File: src/hw/rtl/http_chunked_body_decoder_defines.svh
// ---------------------------------------------------------------------------
// http_chunked_body_decoder_defines.svh
// Assertion macros shared by the chunked body decoder RTL.
// ---------------------------------------------------------------------------
`ifndef HTTP_CHUNKED_BODY_DECODER_DEFINES_SVH
`define HTTP_CHUNKED_BODY_DECODER_DEFINES_SVH

`ifndef NO_ASSERTIONS

// Checked property, switched off while reset is asserted.
`define HCBD_ASSERT(lbl, clk, rst_n, prop) \
    lbl: assert property (@(posedge clk) disable iff (!(rst_n)) (prop)) \
        else $error("hcbd assertion failed");

// Checked property that also holds during reset.
`define HCBD_ASSERT_ALWAYS(lbl, clk, prop) \
    lbl: assert property (@(posedge clk) (prop)) \
        else $error("hcbd assertion failed");

`else

`define HCBD_ASSERT(lbl, clk, rst_n, prop)
`define HCBD_ASSERT_ALWAYS(lbl, clk, prop)

`endif

`endif

File: src/hw/rtl/hcbd_pkg.sv
// ---------------------------------------------------------------------------
// hcbd_pkg
// Types and constants shared by the chunked body decoder modules.
// ---------------------------------------------------------------------------
package hcbd_pkg;

    // Result status codes.
    localparam logic [1:0] STATUS_BUSY  = 2'd0;
    localparam logic [1:0] STATUS_DONE  = 2'd1;
    localparam logic [1:0] STATUS_ERROR = 2'd2;

    // One input item as held in the input register.
    typedef struct packed {
        logic       restart;
        logic [7:0] data_byte;
    } in_item_t;

    // One result item as held in the result register.
    typedef struct packed {
        logic [1:0] status;
        logic [7:0] body_byte;
        logic       body_valid;
    } result_t;

endpackage

File: src/hw/rtl/hcbd_in_stage.sv
// ---------------------------------------------------------------------------
// hcbd_in_stage
// Input register that captures one item per cycle from the slave channel unless item_ready holds it full.
// ---------------------------------------------------------------------------
module hcbd_in_stage (
    input  logic               aclk,
    input  logic               aresetn,
    input  logic               s_tvalid,
    output logic               s_tready,
    input  hcbd_pkg::in_item_t s_item,
    output logic               item_valid,
    input  logic               item_ready,
    output hcbd_pkg::in_item_t item
);

    logic               valid_reg;
    hcbd_pkg::in_item_t item_reg;

    // The register may be refilled whenever it is empty or being drained.
    assign s_tready   = !valid_reg || item_ready;
    assign item_valid = valid_reg;
    assign item       = item_reg;

    // Occupancy flag.
    always_ff @(posedge aclk) begin
        if (!aresetn) begin
            valid_reg <= 1'b0;
        end else if (s_tready) begin
            valid_reg <= s_tvalid;
        end
    end

    // Payload capture; no reset needed.
    always_ff @(posedge aclk) begin
        if (s_tvalid && s_tready) begin
            item_reg <= s_item;
        end
    end

endmodule

File: src/hw/rtl/hcbd_decode.sv
// ---------------------------------------------------------------------------
// hcbd_decode
// Chunk framing state and the single-pass update applied to each byte.
// ---------------------------------------------------------------------------
module hcbd_decode #(
    parameter int SIZE_WIDTH  = 32,
    parameter int COUNT_WIDTH = 32
) (
    input  logic               aclk,
    input  logic               aresetn,
    input  logic               cfg_valid,
    output logic               cfg_ready,
    input  logic [31:0]        cfg_data,
    input  logic               item_valid,
    output logic               item_ready,
    input  hcbd_pkg::in_item_t item,
    output logic               res_valid,
    input  logic               res_ready,
    output hcbd_pkg::result_t  result
);

    localparam int CMP_W = (COUNT_WIDTH > 32) ? COUNT_WIDTH : 32;
    localparam logic [7:0] BYTE_CR = 8'h0d;
    localparam logic [7:0] BYTE_LF = 8'h0a;

    typedef enum logic [2:0] {
        PH_SIZE    = 3'd0,
        PH_DATA    = 3'd1,
        PH_END_CR  = 3'd2,
        PH_END_LF  = 3'd3,
        PH_TRAILER = 3'd4,
        PH_DONE    = 3'd5,
        PH_ERROR   = 3'd6
    } phase_t;

    // Decodes an ASCII hex digit; bit 4 flags a valid digit.
    function automatic logic [4:0] hex_decode(input logic [7:0] b);
        logic [4:0] r;
        r = '0;
        if (b >= 8'h30 && b <= 8'h39) begin
            r = {1'b1, 4'(b - 8'h30)};
        end else if (b >= 8'h61 && b <= 8'h66) begin
            r = {1'b1, 4'(b - 8'h57)};
        end else if (b >= 8'h41 && b <= 8'h46) begin
            r = {1'b1, 4'(b - 8'h37)};
        end
        return r;
    endfunction

    logic [31:0]            max_body_reg;
    phase_t                 phase_reg, phase_next, phase_cur;
    logic [SIZE_WIDTH-1:0]  hex_value_reg, hex_value_next, hex_value_cur;
    logic                   saw_digit_reg, saw_digit_next, saw_digit_cur;
    logic                   stopped_reg, stopped_next, stopped_cur;
    logic                   overflow_reg, overflow_next, overflow_cur;
    logic                   pending_cr_reg, pending_cr_next, pending_cr_cur;
    logic [SIZE_WIDTH-1:0]  remaining_reg, remaining_next, remaining_cur;
    logic [COUNT_WIDTH-1:0] total_reg, total_next, total_cur;
    logic [1:0]             trailer_reg, trailer_next, trailer_cur;

    logic                   fire;
    logic [4:0]             digit;
    logic [SIZE_WIDTH-1:0]  remaining_dec;
    logic                   limit_hit;
    logic                   out_valid;
    logic [7:0]             out_byte;
    logic [7:0]             b;

    assign cfg_ready  = 1'b1;
    assign item_ready = res_ready;
    assign res_valid  = item_valid;
    assign fire       = item_valid && res_ready;
    assign b          = item.data_byte;
    assign digit      = hex_decode(b);

    // Configuration register.
    always_ff @(posedge aclk) begin
        if (!aresetn) begin
            max_body_reg <= '0;
        end else if (cfg_valid) begin
            max_body_reg <= cfg_data;
        end
    end

    // State seen by this byte: restart clears everything first.
    always_comb begin
        if (item.restart) begin
            phase_cur      = PH_SIZE;
            hex_value_cur  = '0;
            saw_digit_cur  = 1'b0;
            stopped_cur    = 1'b0;
            overflow_cur   = 1'b0;
            pending_cr_cur = 1'b0;
            remaining_cur  = '0;
            total_cur      = '0;
            trailer_cur    = 2'd0;
        end else begin
            phase_cur      = phase_reg;
            hex_value_cur  = hex_value_reg;
            saw_digit_cur  = saw_digit_reg;
            stopped_cur    = stopped_reg;
            overflow_cur   = overflow_reg;
            pending_cr_cur = pending_cr_reg;
            remaining_cur  = remaining_reg;
            total_cur      = total_reg;
            trailer_cur    = trailer_reg;
        end
    end

    assign remaining_dec = remaining_cur - SIZE_WIDTH'(1);
    assign limit_hit     = (max_body_reg != 32'd0) &&
                           (CMP_W'(total_cur) >= CMP_W'(max_body_reg));

    // Per-byte state update.
    always_comb begin
        phase_next      = phase_cur;
        hex_value_next  = hex_value_cur;
        saw_digit_next  = saw_digit_cur;
        stopped_next    = stopped_cur;
        overflow_next   = overflow_cur;
        pending_cr_next = pending_cr_cur;
        remaining_next  = remaining_cur;
        total_next      = total_cur;
        trailer_next    = trailer_cur;
        out_valid       = 1'b0;
        out_byte        = 8'h00;

        unique case (phase_cur)
            PH_SIZE: begin
                if (b == BYTE_LF && pending_cr_cur) begin
                    // End of the size line: decide what follows.
                    if (!saw_digit_cur || overflow_cur) begin
                        phase_next = PH_ERROR;
                    end else if (hex_value_cur == '0) begin
                        phase_next   = PH_TRAILER;
                        trailer_next = 2'd2;
                    end else begin
                        phase_next     = PH_DATA;
                        remaining_next = hex_value_cur;
                    end
                    hex_value_next  = '0;
                    saw_digit_next  = 1'b0;
                    stopped_next    = 1'b0;
                    overflow_next   = 1'b0;
                    pending_cr_next = 1'b0;
                end else begin
                    pending_cr_next = (b == BYTE_CR);
                    if (!stopped_cur) begin
                        if (!digit[4]) begin
                            stopped_next = 1'b1;
                        end else begin
                            saw_digit_next = 1'b1;
                            if (!overflow_cur) begin
                                // A set top nibble means the shift would overflow.
                                if (hex_value_cur[SIZE_WIDTH-1 -: 4] != 4'd0) begin
                                    overflow_next = 1'b1;
                                end else begin
                                    hex_value_next = {hex_value_cur[SIZE_WIDTH-5:0],
                                                      digit[3:0]};
                                end
                            end
                        end
                    end
                end
            end
            PH_DATA: begin
                if (limit_hit) begin
                    phase_next = PH_ERROR;
                end else begin
                    out_valid      = 1'b1;
                    out_byte       = b;
                    remaining_next = remaining_dec;
                    if (!(&total_cur)) begin
                        total_next = total_cur + COUNT_WIDTH'(1);
                    end
                    if (remaining_dec == '0) begin
                        phase_next = PH_END_CR;
                    end
                end
            end
            PH_END_CR: begin
                phase_next = (b == BYTE_CR) ? PH_END_LF : PH_ERROR;
            end
            PH_END_LF: begin
                if (b == BYTE_LF) begin
                    phase_next      = PH_SIZE;
                    hex_value_next  = '0;
                    saw_digit_next  = 1'b0;
                    stopped_next    = 1'b0;
                    overflow_next   = 1'b0;
                    pending_cr_next = 1'b0;
                end else begin
                    phase_next = PH_ERROR;
                end
            end
            PH_TRAILER: begin
                // Track progress towards the closing CR LF CR LF.
                if (b == BYTE_CR) begin
                    trailer_next = (trailer_cur == 2'd2) ? 2'd3 : 2'd1;
                end else if (b == BYTE_LF) begin
                    if (trailer_cur == 2'd3) begin
                        phase_next   = PH_DONE;
                        trailer_next = 2'd0;
                    end else if (trailer_cur == 2'd1) begin
                        trailer_next = 2'd2;
                    end else begin
                        trailer_next = 2'd0;
                    end
                end else begin
                    trailer_next = 2'd0;
                end
            end
            PH_DONE, PH_ERROR: begin
                phase_next = phase_cur;
            end
            default: begin
                phase_next = PH_ERROR;
            end
        endcase
    end

    // Result formed from the updated phase.
    always_comb begin
        result.body_valid = out_valid;
        result.body_byte  = out_byte;
        if (phase_next == PH_DONE) begin
            result.status = hcbd_pkg::STATUS_DONE;
        end else if (phase_next == PH_ERROR) begin
            result.status = hcbd_pkg::STATUS_ERROR;
        end else begin
            result.status = hcbd_pkg::STATUS_BUSY;
        end
    end

    // Decoder state, advanced once per item passed on.
    always_ff @(posedge aclk) begin
        if (!aresetn) begin
            phase_reg      <= PH_SIZE;
            hex_value_reg  <= '0;
            saw_digit_reg  <= 1'b0;
            stopped_reg    <= 1'b0;
            overflow_reg   <= 1'b0;
            pending_cr_reg <= 1'b0;
            remaining_reg  <= '0;
            total_reg      <= '0;
            trailer_reg    <= 2'd0;
        end else if (fire) begin
            phase_reg      <= phase_next;
            hex_value_reg  <= hex_value_next;
            saw_digit_reg  <= saw_digit_next;
            stopped_reg    <= stopped_next;
            overflow_reg   <= overflow_next;
            pending_cr_reg <= pending_cr_next;
            remaining_reg  <= remaining_next;
            total_reg      <= total_next;
            trailer_reg    <= trailer_next;
        end
    end

endmodule

File: src/hw/rtl/hcbd_out_stage.sv
// ---------------------------------------------------------------------------
// hcbd_out_stage
// Result register that holds one item for the master channel.
// ---------------------------------------------------------------------------
module hcbd_out_stage (
    input  logic              aclk,
    input  logic              aresetn,
    input  logic              res_valid,
    output logic              res_ready,
    input  hcbd_pkg::result_t result,
    output logic              m_tvalid,
    input  logic              m_tready,
    output hcbd_pkg::result_t m_result
);

    logic              valid_reg;
    hcbd_pkg::result_t result_reg;

    // A new result may load when the register is empty or being taken.
    assign res_ready = !valid_reg || m_tready;
    assign m_tvalid  = valid_reg;
    assign m_result  = result_reg;

    // Occupancy flag.
    always_ff @(posedge aclk) begin
        if (!aresetn) begin
            valid_reg <= 1'b0;
        end else if (res_ready) begin
            valid_reg <= res_valid;
        end
    end

    // Payload capture.
    always_ff @(posedge aclk) begin
        if (res_valid && res_ready) begin
            result_reg <= result;
        end
    end

endmodule

File: src/hw/rtl/http_chunked_body_decoder.sv
// ---------------------------------------------------------------------------
// http_chunked_body_decoder
// Streaming decoder for an HTTP/1.1 chunked message body.
// ---------------------------------------------------------------------------
// Raw body bytes enter on the s_ channel, one item per byte, with s_tuser
// carrying the restart flag that clears the decoder before that byte. Every
// input item yields exactly one result item on the m_ channel: the decoded
// byte when it is chunk data, plus the running status (in progress, body
// complete, or error). The user must write max_body over the cfg_ channel
// while the decoder is idle (the block does not enforce it); zero disables
// the length limit. The block sustains one item per cycle while m_tready
// stays high. An accepted item is captured in the input register, decoded
// by the single-pass state update and then captured in the result register,
// which presents it on m_. When the receiver stalls, the result register
// holds its item and the input register fills behind it; s_tready then drops
// until m_tready returns. A synchronous reset empties both registers,
// returns the framing state to the size line and clears max_body.
// ---------------------------------------------------------------------------
`include "http_chunked_body_decoder_defines.svh"

module http_chunked_body_decoder #(
    parameter int SIZE_WIDTH  = 32,
    parameter int COUNT_WIDTH = 32
) (
    input  logic        aclk,
    input  logic        aresetn,
    // Configuration write channel: max_body.
    input  logic        cfg_valid,
    output logic        cfg_ready,
    input  logic [31:0] cfg_data,
    // Input channel.
    input  logic        s_tvalid,
    output logic        s_tready,
    input  logic [7:0]  s_tdata,   // [7:0] data_byte
    input  logic        s_tuser,   // [0] restart
    // Result channel.
    output logic        m_tvalid,
    input  logic        m_tready,
    output logic [7:0]  m_tdata,   // [7:0] body_byte
    output logic [2:0]  m_tuser    // [0] body_valid, [2:1] status
);

    hcbd_pkg::in_item_t s_item;
    hcbd_pkg::in_item_t item;
    hcbd_pkg::result_t  result;
    hcbd_pkg::result_t  m_result;
    logic               item_valid;
    logic               item_ready;
    logic               res_valid;
    logic               res_ready;

    assign s_item.data_byte = s_tdata;
    assign s_item.restart   = s_tuser;

    // Input register.
    hcbd_in_stage u_in_stage (
        .aclk       (aclk),
        .aresetn    (aresetn),
        .s_tvalid   (s_tvalid),
        .s_tready   (s_tready),
        .s_item     (s_item),
        .item_valid (item_valid),
        .item_ready (item_ready),
        .item       (item)
    );

    // Framing state and per-byte update.
    hcbd_decode #(
        .SIZE_WIDTH  (SIZE_WIDTH),
        .COUNT_WIDTH (COUNT_WIDTH)
    ) u_decode (
        .aclk       (aclk),
        .aresetn    (aresetn),
        .cfg_valid  (cfg_valid),
        .cfg_ready  (cfg_ready),
        .cfg_data   (cfg_data),
        .item_valid (item_valid),
        .item_ready (item_ready),
        .item       (item),
        .res_valid  (res_valid),
        .res_ready  (res_ready),
        .result     (result)
    );

    // Result register.
    hcbd_out_stage u_out_stage (
        .aclk      (aclk),
        .aresetn   (aresetn),
        .res_valid (res_valid),
        .res_ready (res_ready),
        .result    (result),
        .m_tvalid  (m_tvalid),
        .m_tready  (m_tready),
        .m_result  (m_result)
    );

    assign m_tdata = m_result.body_byte;
    assign m_tuser = {m_result.status, m_result.body_valid};

    // A decoded data byte is only ever emitted while the body is in progress.
    `HCBD_ASSERT(a_data_in_progress, aclk, aresetn,
        (m_tvalid && m_tuser[0]) |-> (m_tuser[2:1] == hcbd_pkg::STATUS_BUSY))
    // The unused status code never appears.
    `HCBD_ASSERT(a_status_code, aclk, aresetn,
        m_tvalid |-> (m_tuser[2:1] != 2'd3))
    // Reset empties the result register.
    `HCBD_ASSERT_ALWAYS(a_reset_empty, aclk, !aresetn |=> !m_tvalid)
    // A result is never lost: a stalled result register blocks new input
    // once the input register is also occupied.
    `HCBD_ASSERT(a_stall_backpressure, aclk, aresetn,
        (m_tvalid && !m_tready && item_valid) |-> !s_tready)

endmodule

File: config.mk
export PLATFORM = sky130hd
export DESIGN_NAME = http_chunked_body_decoder
export DESIGN_NICKNAME = d
export VERILOG_FILES = /design/src/hw/rtl/hcbd_pkg.sv /design/src/hw/rtl/hcbd_in_stage.sv /design/src/hw/rtl/hcbd_decode.sv /design/src/hw/rtl/hcbd_out_stage.sv /design/src/hw/rtl/http_chunked_body_decoder.sv
export VERILOG_INCLUDE_DIRS = /design/src /design/src/hw/rtl
export SDC_FILE = /design/constraint.sdc
export NUM_CORES = 1
export LEC_CHECK = 0
export BUFFER_PORTS_ARGS = -buffer_cell sky130_fd_sc_hd__buf_2
export CORE_MARGIN = 4
export CORE_UTILIZATION = 55
export DETAILED_ROUTE_END_ITERATION = 8
export PLACE_DENSITY = 0.77
export SKIP_CTS_REPAIR_TIMING = 1
export SYNTH_ARGS = -nofsm -noshare
export SYNTH_HDL_FRONTEND = slang
export SYNTH_SLANG_ARGS = --single-unit
File: constraint.sdc
create_clock -name aclk -period 4.7 [get_ports aclk]
set_clock_uncertainty 0.1 [all_clocks]
set_input_delay 0.94 -clock aclk [delete_from_list [all_inputs] [get_ports aclk]]
set_output_delay 0.94 -clock aclk [all_outputs]
set_load 0.1 [all_outputs]
==> results of run 1 <==
-- final cells by class --
| type | instances | area (um2) | area share |
|---|---|---|---|
| Multi-Input combinational cell | 800 | 5360 | 0.523 |
| Inverter | 52 | 195 | 0.0190 |
| Timing Repair Buffer | 73 | 403 | 0.0393 |
| Tap cell | 220 | 275 | 0.0268 |
| Sequential cell | 159 | 3380 | 0.330 |
| Clock inverter | 13 | 160 | 0.0156 |
| Clock buffer | 19 | 475 | 0.0464 |
-- cell families after synthesis --
family | Yosys count | share of synthesized area
flops | 159 | 0.367
buf+inv | 116 | 0.0518
simple gates | 465 | 0.267
mux | 42 | 0.0459
fa+ha+maj | 39 | 0.0530
compound gates | 229 | 0.192
other cells | 1 | 0.000407
xor+xnor | 24 | 0.0228
-- critical path, stage by stage (launching register included) --
cell      delay, ns
edfxtp_1       0.40
buf_4          0.21
buf_4          0.22
nor2b_1        0.25
ha_1           0.28
nand4_1        0.11
nor2_1         0.08
a221oi_1       0.25
o221ai_1       0.27
a22o_1         0.25
buf_4          0.17
or4b_1         0.88
nor4_4         0.34
mux2i_1        0.22
-- power groups by stage --
stage | Combinational, uW | Sequential [uW] | Clock (uW)
finish | 322 | 1430 | 1480
global route | 354 | 1440 | 1550
CTS | 319 | 1430 | 1490
detailed placement | 316 | 1460 | 0
global placement | 313 | 1460 | 0
floorplan | 216 | 1480 | 0
-- Yosys cell counts (25+ instances only) --
cell type | number | area share
mux2i_1 | 40 | 0.043
nand2_1 | 100 | 0.041
nor3_1 | 31 | 0.017
ha_1 | 39 | 0.053
dfxtp_1 | 139 | 0.30
nand4_1 | 33 | 0.022
nor2_1 | 116 | 0.047
inv_1 | 51 | 0.021
clkbuf_1 | 38 | 0.015
nand3_1 | 29 | 0.016
a21oi_1 | 38 | 0.021
o21ai_0 | 26 | 0.014
nor2b_1 | 43 | 0.029
nor4_1 | 30 | 0.020
a22o_1 | 32 | 0.030
a221o_1 | 25 | 0.027
-- worst min path at each step --
stage	start	endpoint	slack [ns]	depth (start not counted)
after floorplan	u_decode.saw_digit_reg	u_decode.saw_digit_reg	0.34	2
after global placement	u_decode.saw_digit_reg	u_decode.saw_digit_reg	0.34	2
after detailed placement	u_decode.saw_digit_reg	u_decode.saw_digit_reg	0.35	2
after CTS	u_decode.saw_digit_reg	u_decode.saw_digit_reg	0.36	2
after global routing	u_decode.saw_digit_reg	u_decode.saw_digit_reg	0.38	2
final	u_decode.saw_digit_reg	u_decode.saw_digit_reg	0.36	2
-- stage by stage --
step / util / total power [uW]
floorplan: - / 1700
global placement: 0.584 / 1770
detailed placement: 0.584 / 1780
CTS: 0.623 / 3250
global route: 0.623 / 3340
finish: 0.623 / 3240
-- layer usage --
metal,routed length (um),up-vias
met5,0,-
met4,482,0
met3,1620,48
met2,10300,304
met1,10800,3875
li1,-,4026
==> summary.md, run 1 <==
| Metric | Value |
|---|---|
| Sw power | `approximately 860 uW` |
| Initial antenna violation count | `0` |
| Period utilization | `0.876` |
| Power Internal | `2380 uW` |
| Dpl cell area | `around 9600 um2` |
| Critical Path Start | `u_in_stage.item[8]` |
| H-tree Lvls | `4` |
| R2R setup slack | `around 0.6 ns` |
| Gate Count Post-Synth | `1,075` |
| Diode count | `0` |
| Pwr dens | `316 nW/um2` |
| Non-Filler Instances | `1,336` |
| Tot GR Track Use | `0.249` |
| Worst Setup End Kind | `register` |
| Post-Syn Area | `approximately 9200 um2` |
| Post-route setup slack | `0.584 ns` |
| Gr busiest metal | `met2` |
| DP Cell Count | `1,304` |
| Worst-case reg-to-reg path depth | `13` |
| Final ANT Viol Nets | `0` |
| Final hold vios | `0` |
| Post-layout min period | `4.12 ns` |
| Num Clock Sinks | `159` |
| Reg-to-reg endpoint | `u_decode.total_reg[28]` |
| CTS tree | `built` |
| First-pass GRT wire length | `37,900 um` |
| Register area share after synthesis | `0.367` |
| Met3 Track Usage GR | `0.0588` |
| Critical Path AT | `approximately 4.4 ns` |
| Logic pwr share | `0.099` |
| Least-Margin Pin Slew | `0.961 ns` |
| Clock-pin slew on the worst setup and hold paths | `~0.070 ns` |
| WL per Instance | `17.4 um` |
| Async SR Flop Fraction | `0` |
| Yosys cell types | `82` |
| DP HPWL | `16,300 um` |
| Vias | `8,253` |
| Row count | `47` |
| Max Clk Rate | `243 MHz` |
| Routed WL | `about 23,000 um` |
| Place WS | `~0.64 ns` |
| Width of the die | `roughly 140 um` |
| Clk_lat worst skew | `0.43 ns` |
| Crit path launch type | `register` |
| CTS buffer count | `17` |
| Post-route cell area | `10,300 um2` |
| Min Hold Slack | `roughly 0.36 ns` |
| DR iter-0 viols | `about 810` |
| Core ar. | `roughly 16,000 um2` |
| M2 GR Usage | `0.374` |
| Nets | `1,188` |
| Syn-to-layout area delta | `11.4%` |
| DR vias/cell | `6.18` |
| Die area | `18,900 um2` |
| Sw Ratio | `0.266` |
| RSZ-0062 raised after global routing | `no` |
| Layout cells sized above 1 | `0.122` |
| CTS Root Cell | `clkbuf_16` |
| Highest-count cells in the layout ignoring fill and taps | `139 x dfxtp_1, 116 x nor2_1, 100 x nand2_1` |
| Ports | `60` |
| Critical R2R Launch | `u_in_stage.item[8]` |
| CP Class | `reg2reg` |
| Slew headroom | `0.359` |
| Sequential share of power | `0.442` |
| Count of final setup violators | `0` |
| CTS max path bufs | `2` |
| Setup TNS | `0 ns` |
| Status | `finished, final reports clean` |
| Worst hold path class | `reg2reg` |
| Leak pwr | `0.00421 uW` |
| Syn_nets | `around 1,200` |
| TritonRoute pass-1 iters | `5` |
| Prevailing post-synth register cell | `dfxtp_1` |
| GRT Residual Overflow | `0` |
| Total of max-cap violations | `0` |
| IO Port Bufs | `between 50 and 60` |
| Vias in the first global route | `7,659` |
| Slew Viols, Final | `0` |
| Filler Cell Count | `around 1,400` |
| Synthesized flop and latch total | `159` |
| Yosys warning count | `0` |
| Largest net degree at the start of global routing | `52` |
| Residual DRC | `0` |
| Commonest non-fill, non-tap cell in the layout | `dfxtp_1` |
| Die Y | `137 um` |
| WP data required | `4.96 ns` |
| GRT met1 Usage | `0.350` |
| Initial Util | `0.559` |
| Gpl congestion | `0.932` |
| Clk network pwr share | `0.459` |
| Crit path capture | `u_decode.total_reg[28]` |
| Worst Path Max Fanout | `23` |
| Max rail drop VDD | `~280 uV` |
| EDFF count, synth | `20` |
| Avg Inst Size Synth | `8.57 um2` |
Note: power is estimated with default switching activity, not from simulation.
==> inputs of run 2 (changes only) <==
--- a/config.mk
+++ b/config.mk
@@ -6,11 +6,11 @@
 export SDC_FILE = /design/constraint.sdc
 export NUM_CORES = 1
 export LEC_CHECK = 0
-export BUFFER_PORTS_ARGS = -buffer_cell sky130_fd_sc_hd__buf_2
 export CORE_MARGIN = 4
-export CORE_UTILIZATION = 55
+export CORE_UTILIZATION = 65
 export DETAILED_ROUTE_END_ITERATION = 8
-export PLACE_DENSITY = 0.77
+export DONT_BUFFER_PORTS = 1
+export PLACE_DENSITY = 0.82
 export SKIP_CTS_REPAIR_TIMING = 1
 export SYNTH_ARGS = -nofsm -noshare
 export SYNTH_HDL_FRONTEND = slang
==> constraint.sdc (replaced) <==
create_clock -name aclk -period 4.8 [get_ports aclk]
set_clock_uncertainty 0.1 [all_clocks]
set_input_delay 0.96 -clock aclk [delete_from_list [all_inputs] [get_ports aclk]]
set_output_delay 0.96 -clock aclk [all_outputs]
set_load 0.1 [all_outputs]
==> run 2 against run 1 <==
Compared with the run above: design area decreased by 4.0%; clock power decreased by 15%; critical path depth shrank 2; first-iteration DRC count rose by 6.9%; hold slack gained 0.0032 ns; register-to-register slack gained 0.13 ns; final cell count down 7.2%; sequential power barely moved; die area is 15% lower; worst setup slack better by 0.13 ns; critical endpoint unchanged.
==> summary.md, run 2 (synthesis results as in run 1) <==
| Metric | Value |
|---|---|
| CTS max path bufs | `2 (unchanged)` |
| Power Internal | `2150 uW (-9.6%)` |
| CP max stage cell | `or4b_1` |
| Post-route setup slack | `0.718 ns (+0.134 ns)` |
| Slew headroom | `0.298 (-0.0615)` |
| Reg-to-reg endpoint | `u_decode.total_reg[28]` |
| Status | `finished, final reports clean` |
| Slew Viols, Final | `0 (unchanged)` |
| RSZ-0062 raised after global routing | `no` |
| Critical Path AT | `4.34 ns (-0.04 ns)` |
| CP max stage delay | `0.88 ns (about the same)` |
| Sequential share of power | `0.487 (+0.045)` |
| First-pass GRT wire length | `38,900 um (+2.6%)` |
| DR iter-0 viols | `862 (+6.9%)` |
| Largest net degree at the start of global routing | `52 (unchanged)` |
| Buf+Inv Stages, Crit Path | `1 (-2)` |
| Max rail drop VDD | `329 uV (+16%)` |
| CTS tree | `built` |
| Worst-path cell chain | `buf_4 -> nor2b_1 -> ha_1 -> a21o_1 -> a21o_1 -> a221oi_1 -> o221ai_1 -> a22o_1 -> or4b_1 -> nor4_4 -> mux2i_1` |
| Clk network pwr share | `0.428 (-0.031)` |
| Layout cells sized above 1 | `0.0736 (-0.0483)` |
| Gpl congestion | `0.925 (-0.75%)` |
| Core ar. | `13,900 um2 (-16%)` |
| Top cell by count, worst path | `a21o_1` |
| Post-layout min period | `4.08 ns (-0.0337 ns)` |
| CTS buffer count | `17 (unchanged)` |
| Sw Ratio | `0.271 (+0.00459)` |
| Period utilization | `0.850 (-0.0253)` |
| CP Class | `reg2reg` |
| Final hold vios | `0 (unchanged)` |
| Final ANT Viol Nets | `0 (unchanged)` |
| Tot GR Track Use | `0.293 (+0.0440)` |
| IO Port Bufs | `0 (-100%)` |
| WL per Instance | `18.7 um (+7.5%)` |
| Highest-count cells in the layout ignoring fill and taps | `139 x dfxtp_1, 116 x nor2_1, 100 x nand2_1` |
| Max Clk Rate | `245 MHz (+0.83%)` |
| Leak pwr | `0.00394 uW (-6.5%)` |
| DR vias/cell | `6.58 (+6.4%)` |
| Vias | `8,154 (-1.2%)` |
| Initial antenna violation count | `0 (unchanged)` |
| Least-Margin Pin Slew | `1.05 ns (+0.0888 ns)` |
| Vias in the first global route | `7,728 (+0.90%)` |
| WP data required | `5.06 ns (+0.10 ns)` |
| Routed WL | `23,200 um (-0.21%)` |
| Critical R2R Launch | `u_in_stage.item[8]` |
| Setup TNS | `0 ns (unchanged)` |
| Die area | `16,100 um2 (-15%)` |
| Syn-to-layout area delta | `6.88%` |
| Total of max-cap violations | `0 (unchanged)` |
| Clk_lat worst skew | `0.43 ns (about the same)` |
| TritonRoute pass-1 iters | `6 (+1)` |
| Sw power | `797 uW (-7.5%)` |
| Num Clock Sinks | `159 (unchanged)` |
| R2R setup slack | `0.72 ns (+0.13 ns)` |
| GRT Residual Overflow | `0 (unchanged)` |
| Worst Setup End Kind | `register` |
| Filler Cell Count | `1,083 (-23%)` |
| Worst Path Max Fanout | `23 (unchanged)` |
| Worst-case reg-to-reg path depth | `11 (-2)` |
| H-tree Lvls | `4 (unchanged)` |
| Width of the die | `127 um (-7.5%)` |
| Clock-pin slew on the worst setup and hold paths | `0.07 ns (about the same)` |
| Place WS | `0.778 ns (+0.133 ns)` |
| Crit path launch type | `register` |
| DP HPWL | `16,100 um (-1.5%)` |
| Worst hold path class | `reg2reg` |
| Initial Util | `0.663 (+0.104)` |
| Count of final setup violators | `0 (unchanged)` |
| Diode count | `0 (unchanged)` |
| Crit path capture | `u_decode.total_reg[28]` |
| Logic pwr share | `0.086 (-0.013)` |
| Ports | `60 (unchanged)` |
| Pwr dens | `299 nW/um2 (-5.2%)` |
| Residual DRC | `0 (unchanged)` |
| Crit-path leading delay family | `simple AND/OR/NAND/NOR gates` |
| Nets | `1,132 (-4.7%)` |
| Row count | `43 (-8.5%)` |
| Die Y | `127 um (-7.5%)` |
| Commonest non-fill, non-tap cell in the layout | `dfxtp_1` |
| Levels on crit path | `11 (-2)` |
| CTS Root Cell | `clkbuf_16` |
| Critical Path Start | `u_in_stage.item[8]` |
[run 2: how the worst min path moves through the flow]
stage	from	end	slack [ns]	depth (start not counted)
finish	u_decode.saw_digit_reg	u_decode.saw_digit_reg	0.36	2
global placement	u_decode.saw_digit_reg	u_decode.saw_digit_reg	0.34	2
CTS	u_decode.saw_digit_reg	u_decode.saw_digit_reg	0.36	2
floorplan	u_decode.saw_digit_reg	u_decode.saw_digit_reg	0.34	2
detailed placement	u_decode.saw_digit_reg	u_decode.saw_digit_reg	0.35	2
global route	u_decode.saw_digit_reg	u_decode.saw_digit_reg	0.40	2
[run 2: layout make-up]
| cell class | count | area, um2 | area share |
|---|---|---|---|
| Clock buffer | 19 | 443 | 0.0450 |
| Inverter | 52 | 195 | 0.0198 |
| Timing Repair Buffer | 17 | 128 | 0.0130 |
| Multi-Input combinational cell | 800 | 5360 | 0.545 |
| Tap cell | 180 | 225 | 0.0229 |
| Clock inverter | 13 | 104 | 0.0106 |
| Sequential cell | 159 | 3380 | 0.344 |
[run 2: tightest hold or removal path, cell delays in order (launching register included)]
cell,delay [ns]
dfxtp_1,0.31
nand2_1,0.05
a21oi_1,0.05
[run 2: metrics by stage]
stage | power, uW | area [um2] | instances | util | hold slack, ns
detailed placement | 1710 | 9290 | 1208 | 0.670 | 0.348
finish | 2950 | 9840 | 1240 | 0.709 | 0.360
CTS | 2950 | 9840 | 1240 | 0.709 | 0.358
global route | 3050 | 9840 | 1240 | 0.709 | 0.398
global placement | 1700 | 9290 | 1208 | 0.670 | 0.342
floorplan | 1660 | 9210 | 1075 | - | 0.337
[run 2: per-layer routing]
metal	routed length [um]	GRT usage
met1	10700	0.417
met2	10300	0.450
met3	1820	0.0598
met4	358	0.0946
met5	0	0
[run 2: power groups by stage]
| stage | registers (uW) | logic (uW) | clock network, uW |
|---|---|---|---|
| 2_1_floorplan | 1450 | 211 | 0 |
| 3_3_place_gp | 1460 | 241 | 0 |
| 4_1_cts | 1430 | 248 | 1270 |
| 6_report | 1430 | 252 | 1260 |
| 5_1_grt | 1440 | 281 | 1330 |
| 3_5_place_dp | 1460 | 246 | 0 |
==> inputs of run 3 (changes only) <==
--- a/config.mk
+++ b/config.mk
@@ -8,9 +8,10 @@
 export LEC_CHECK = 0
 export CORE_MARGIN = 4
 export CORE_UTILIZATION = 65
+export CTS_BUF_LIST = sky130_fd_sc_hd__clkbuf_2
 export DETAILED_ROUTE_END_ITERATION = 8
 export DONT_BUFFER_PORTS = 1
-export PLACE_DENSITY = 0.82
+export PLACE_DENSITY_LB_ADDON = 0.1
 export SKIP_CTS_REPAIR_TIMING = 1
 export SYNTH_ARGS = -nofsm -noshare
 export SYNTH_HDL_FRONTEND = slang
==> run 3 against run 2 <==
Compared with the run above: flip-flop and latch count unchanged; combinational power is essentially flat; first-iteration DRC count grew 4.8%; non-clock buffer count decreased by 1.
==> summary.md, run 3 (synthesis results as in run 1) <==
| Metric | Value |
|---|---|
| Logic pwr share | `0.104 (+0.018)` |
| WP data required | `5.39 ns (+0.33 ns)` |
| DR iter-0 viols | `903 (+4.8%)` |
| Total of max-cap violations | `0 (unchanged)` |
| Sw Ratio | `0.307 (+0.0366)` |
| Clk network pwr share | `0.297 (-0.131)` |
| DP HPWL | `15,700 um (-2.5%)` |
| H-tree Lvls | `4 (unchanged)` |
| Commonest non-fill, non-tap cell in the layout | `dfxtp_1` |
| Post-layout min period | `4.31 ns (+0.226 ns)` |
| Power Internal | `1660 uW (-23%)` |
| Highest metal used | `met4` |
| Least-Margin Pin Slew | `1.04 ns (-0.00611 ns)` |
| First-pass GRT wire length | `37,600 um (-3.5%)` |
| Leak pwr | `0.00380 uW (-3.5%)` |
| CTS tree | `built` |
| Nets | `1,131 (-0.088%)` |
| Worst hold path class | `in2reg` |
| Tot GR Track Use | `0.283 (-0.0101)` |
| Initial Util | `0.663 (unchanged)` |
| Worst Setup End Kind | `register` |
| Gpl congestion | `0.942 (+1.9%)` |
| Clock-pin slew on the worst setup and hold paths | `0.24 ns (+0.17 ns)` |
| WL per Instance | `18.0 um (-3.7%)` |
| Max rail drop VDD | `248 uV (-25%)` |
| Slew Viols, Final | `0 (unchanged)` |
| Residual DRC | `0 (unchanged)` |
| Worst Path Max Fanout | `21 (-8.7%)` |
| Post-route setup slack | `0.492 ns (-0.226 ns)` |
| Row count | `43 (unchanged)` |
| Pwr dens | `252 nW/um2 (-16%)` |
| Die Y | `127 um (unchanged)` |
| Setup TNS | `0 ns (unchanged)` |
| Status | `finished, final reports clean` |
| Met1 wire length | `10,400 um (-3.5%)` |
| Diode count | `0 (unchanged)` |
| CP Class | `reg2reg` |
| Final ANT Viol Nets | `0 (unchanged)` |
| Final hold vios | `0 (unchanged)` |
| Max Clk Rate | `232 MHz (-5.3%)` |
| GRT Residual Overflow | `0 (unchanged)` |
| Die area | `16,100 um2 (unchanged)` |
| Vias | `8,059 (-1.2%)` |
| Layout cells sized above 1 | `0.0737 (about the same)` |
| Syn-to-layout area delta | `3.26%` |
| Period utilization | `0.898 (+0.0471)` |
| Core ar. | `13,900 um2 (unchanged)` |
| Slew headroom | `0.302 (+0.00408)` |
| DR vias/cell | `6.50 (-1.1%)` |
| Num Clock Sinks | `159 (unchanged)` |
| Width of the die | `127 um (unchanged)` |
| Sw power | `737 uW (-7.6%)` |
| CTS Root Cell | `clkbuf_2` |
| RSZ-0062 raised after global routing | `no` |
| Met3 wire length | `1840 um (+1.1%)` |
| Place WS | `0.607 ns (-0.171 ns)` |
| Routed WL | `22,300 um (-3.8%)` |
| IO Port Bufs | `0 (unchanged)` |
| TritonRoute pass-1 iters | `5 (-1)` |
| CTS max path bufs | `2 (unchanged)` |
| Sequential share of power | `0.599 (+0.112)` |
| Clk_lat worst skew | `0.79 ns (+0.36 ns)` |
| Largest net degree at the start of global routing | `57 (+9.6%)` |
| Highest-count cells in the layout ignoring fill and taps | `139 x dfxtp_1, 116 x nor2_1, 100 x nand2_1` |
| CTS buffer count | `17 (unchanged)` |
| Vias in the first global route | `7,482 (-3.2%)` |
| Ports | `60 (unchanged)` |
| Routed wl met2 | `9760 um (-5.1%)` |
| Initial antenna violation count | `0 (unchanged)` |
| Count of final setup violators | `0 (unchanged)` |
| Crit path launch type | `register` |
| Critical Path AT | `4.90 ns (+0.56 ns)` |
run 3: cell type report:
| type | count | area [um2] |
|---|---|---|
| inverter | 52 | 195 |
| clock buffer | 17 | 85.1 |
| multi-input combinational | 800 | 5360 |
| tap | 180 | 225 |
| sequential | 159 | 3380 |
| clock inverter | 15 | 136 |
| timing repair buffer | 16 | 120 |
| fill | 1171 | 4370 |
run 3: through the flow:
step | area, um2 | instances | total power [uW] | hold slack [ns] | util
floorplan | 9210 | 1075 | 1660 | 0.337 | -
global placement | 9290 | 1207 | 1700 | 0.343 | 0.669
detailed placement | 9290 | 1207 | 1710 | 0.354 | 0.669
CTS | 9510 | 1239 | 2400 | 0.131 | 0.685
global route | 9510 | 1239 | 2490 | 0.0848 | 0.685
finish | 9510 | 1239 | 2400 | 0.165 | 0.685
run 3: routing by layer:
metal,track usage,vias up
li1,-,3913
met1,0.410,3800
met2,0.418,307
met3,0.0711,39
met4,0.0883,0
met5,0,-
run 3: worst max-delay path, cell delays in order (launching register included):
cell and delay, ns:
edfxtp_1 0.78, buf_4 0.35, nor2_1 0.07, ha_1 0.29, a21o_1 0.18, a21o_1 0.17, a21oi_1 0.21, o211ai_1 0.20
a22o_1 0.40, or4b_1 0.92, nor4_4 0.34, mux2i_1 0.20
run 3: power groups by stage:
stage          combinational, uW  sequential (uW)  clock (uW)
4_1_cts                      247             1440         717
3_5_place_dp                 246             1460           0
6_report                     250             1440         711
5_1_grt                      279             1440         772
3_3_place_gp                 241             1460           0
2_1_floorplan                211             1450           0
run 3: final timing paths:
path	start	endpoint	slack [ns]	cells after the start
worst max-delay path	u_in_stage.item[8]	u_decode.total_reg[28]	0.49	11
worst min-delay path	s_tdata[1]	u_in_stage.item[1]	0.16	0
worst max register to register	u_in_stage.item[8]	u_decode.total_reg[28]	0.49	11
worst min register to register	u_decode.saw_digit_reg	u_decode.saw_digit_reg	0.38	2
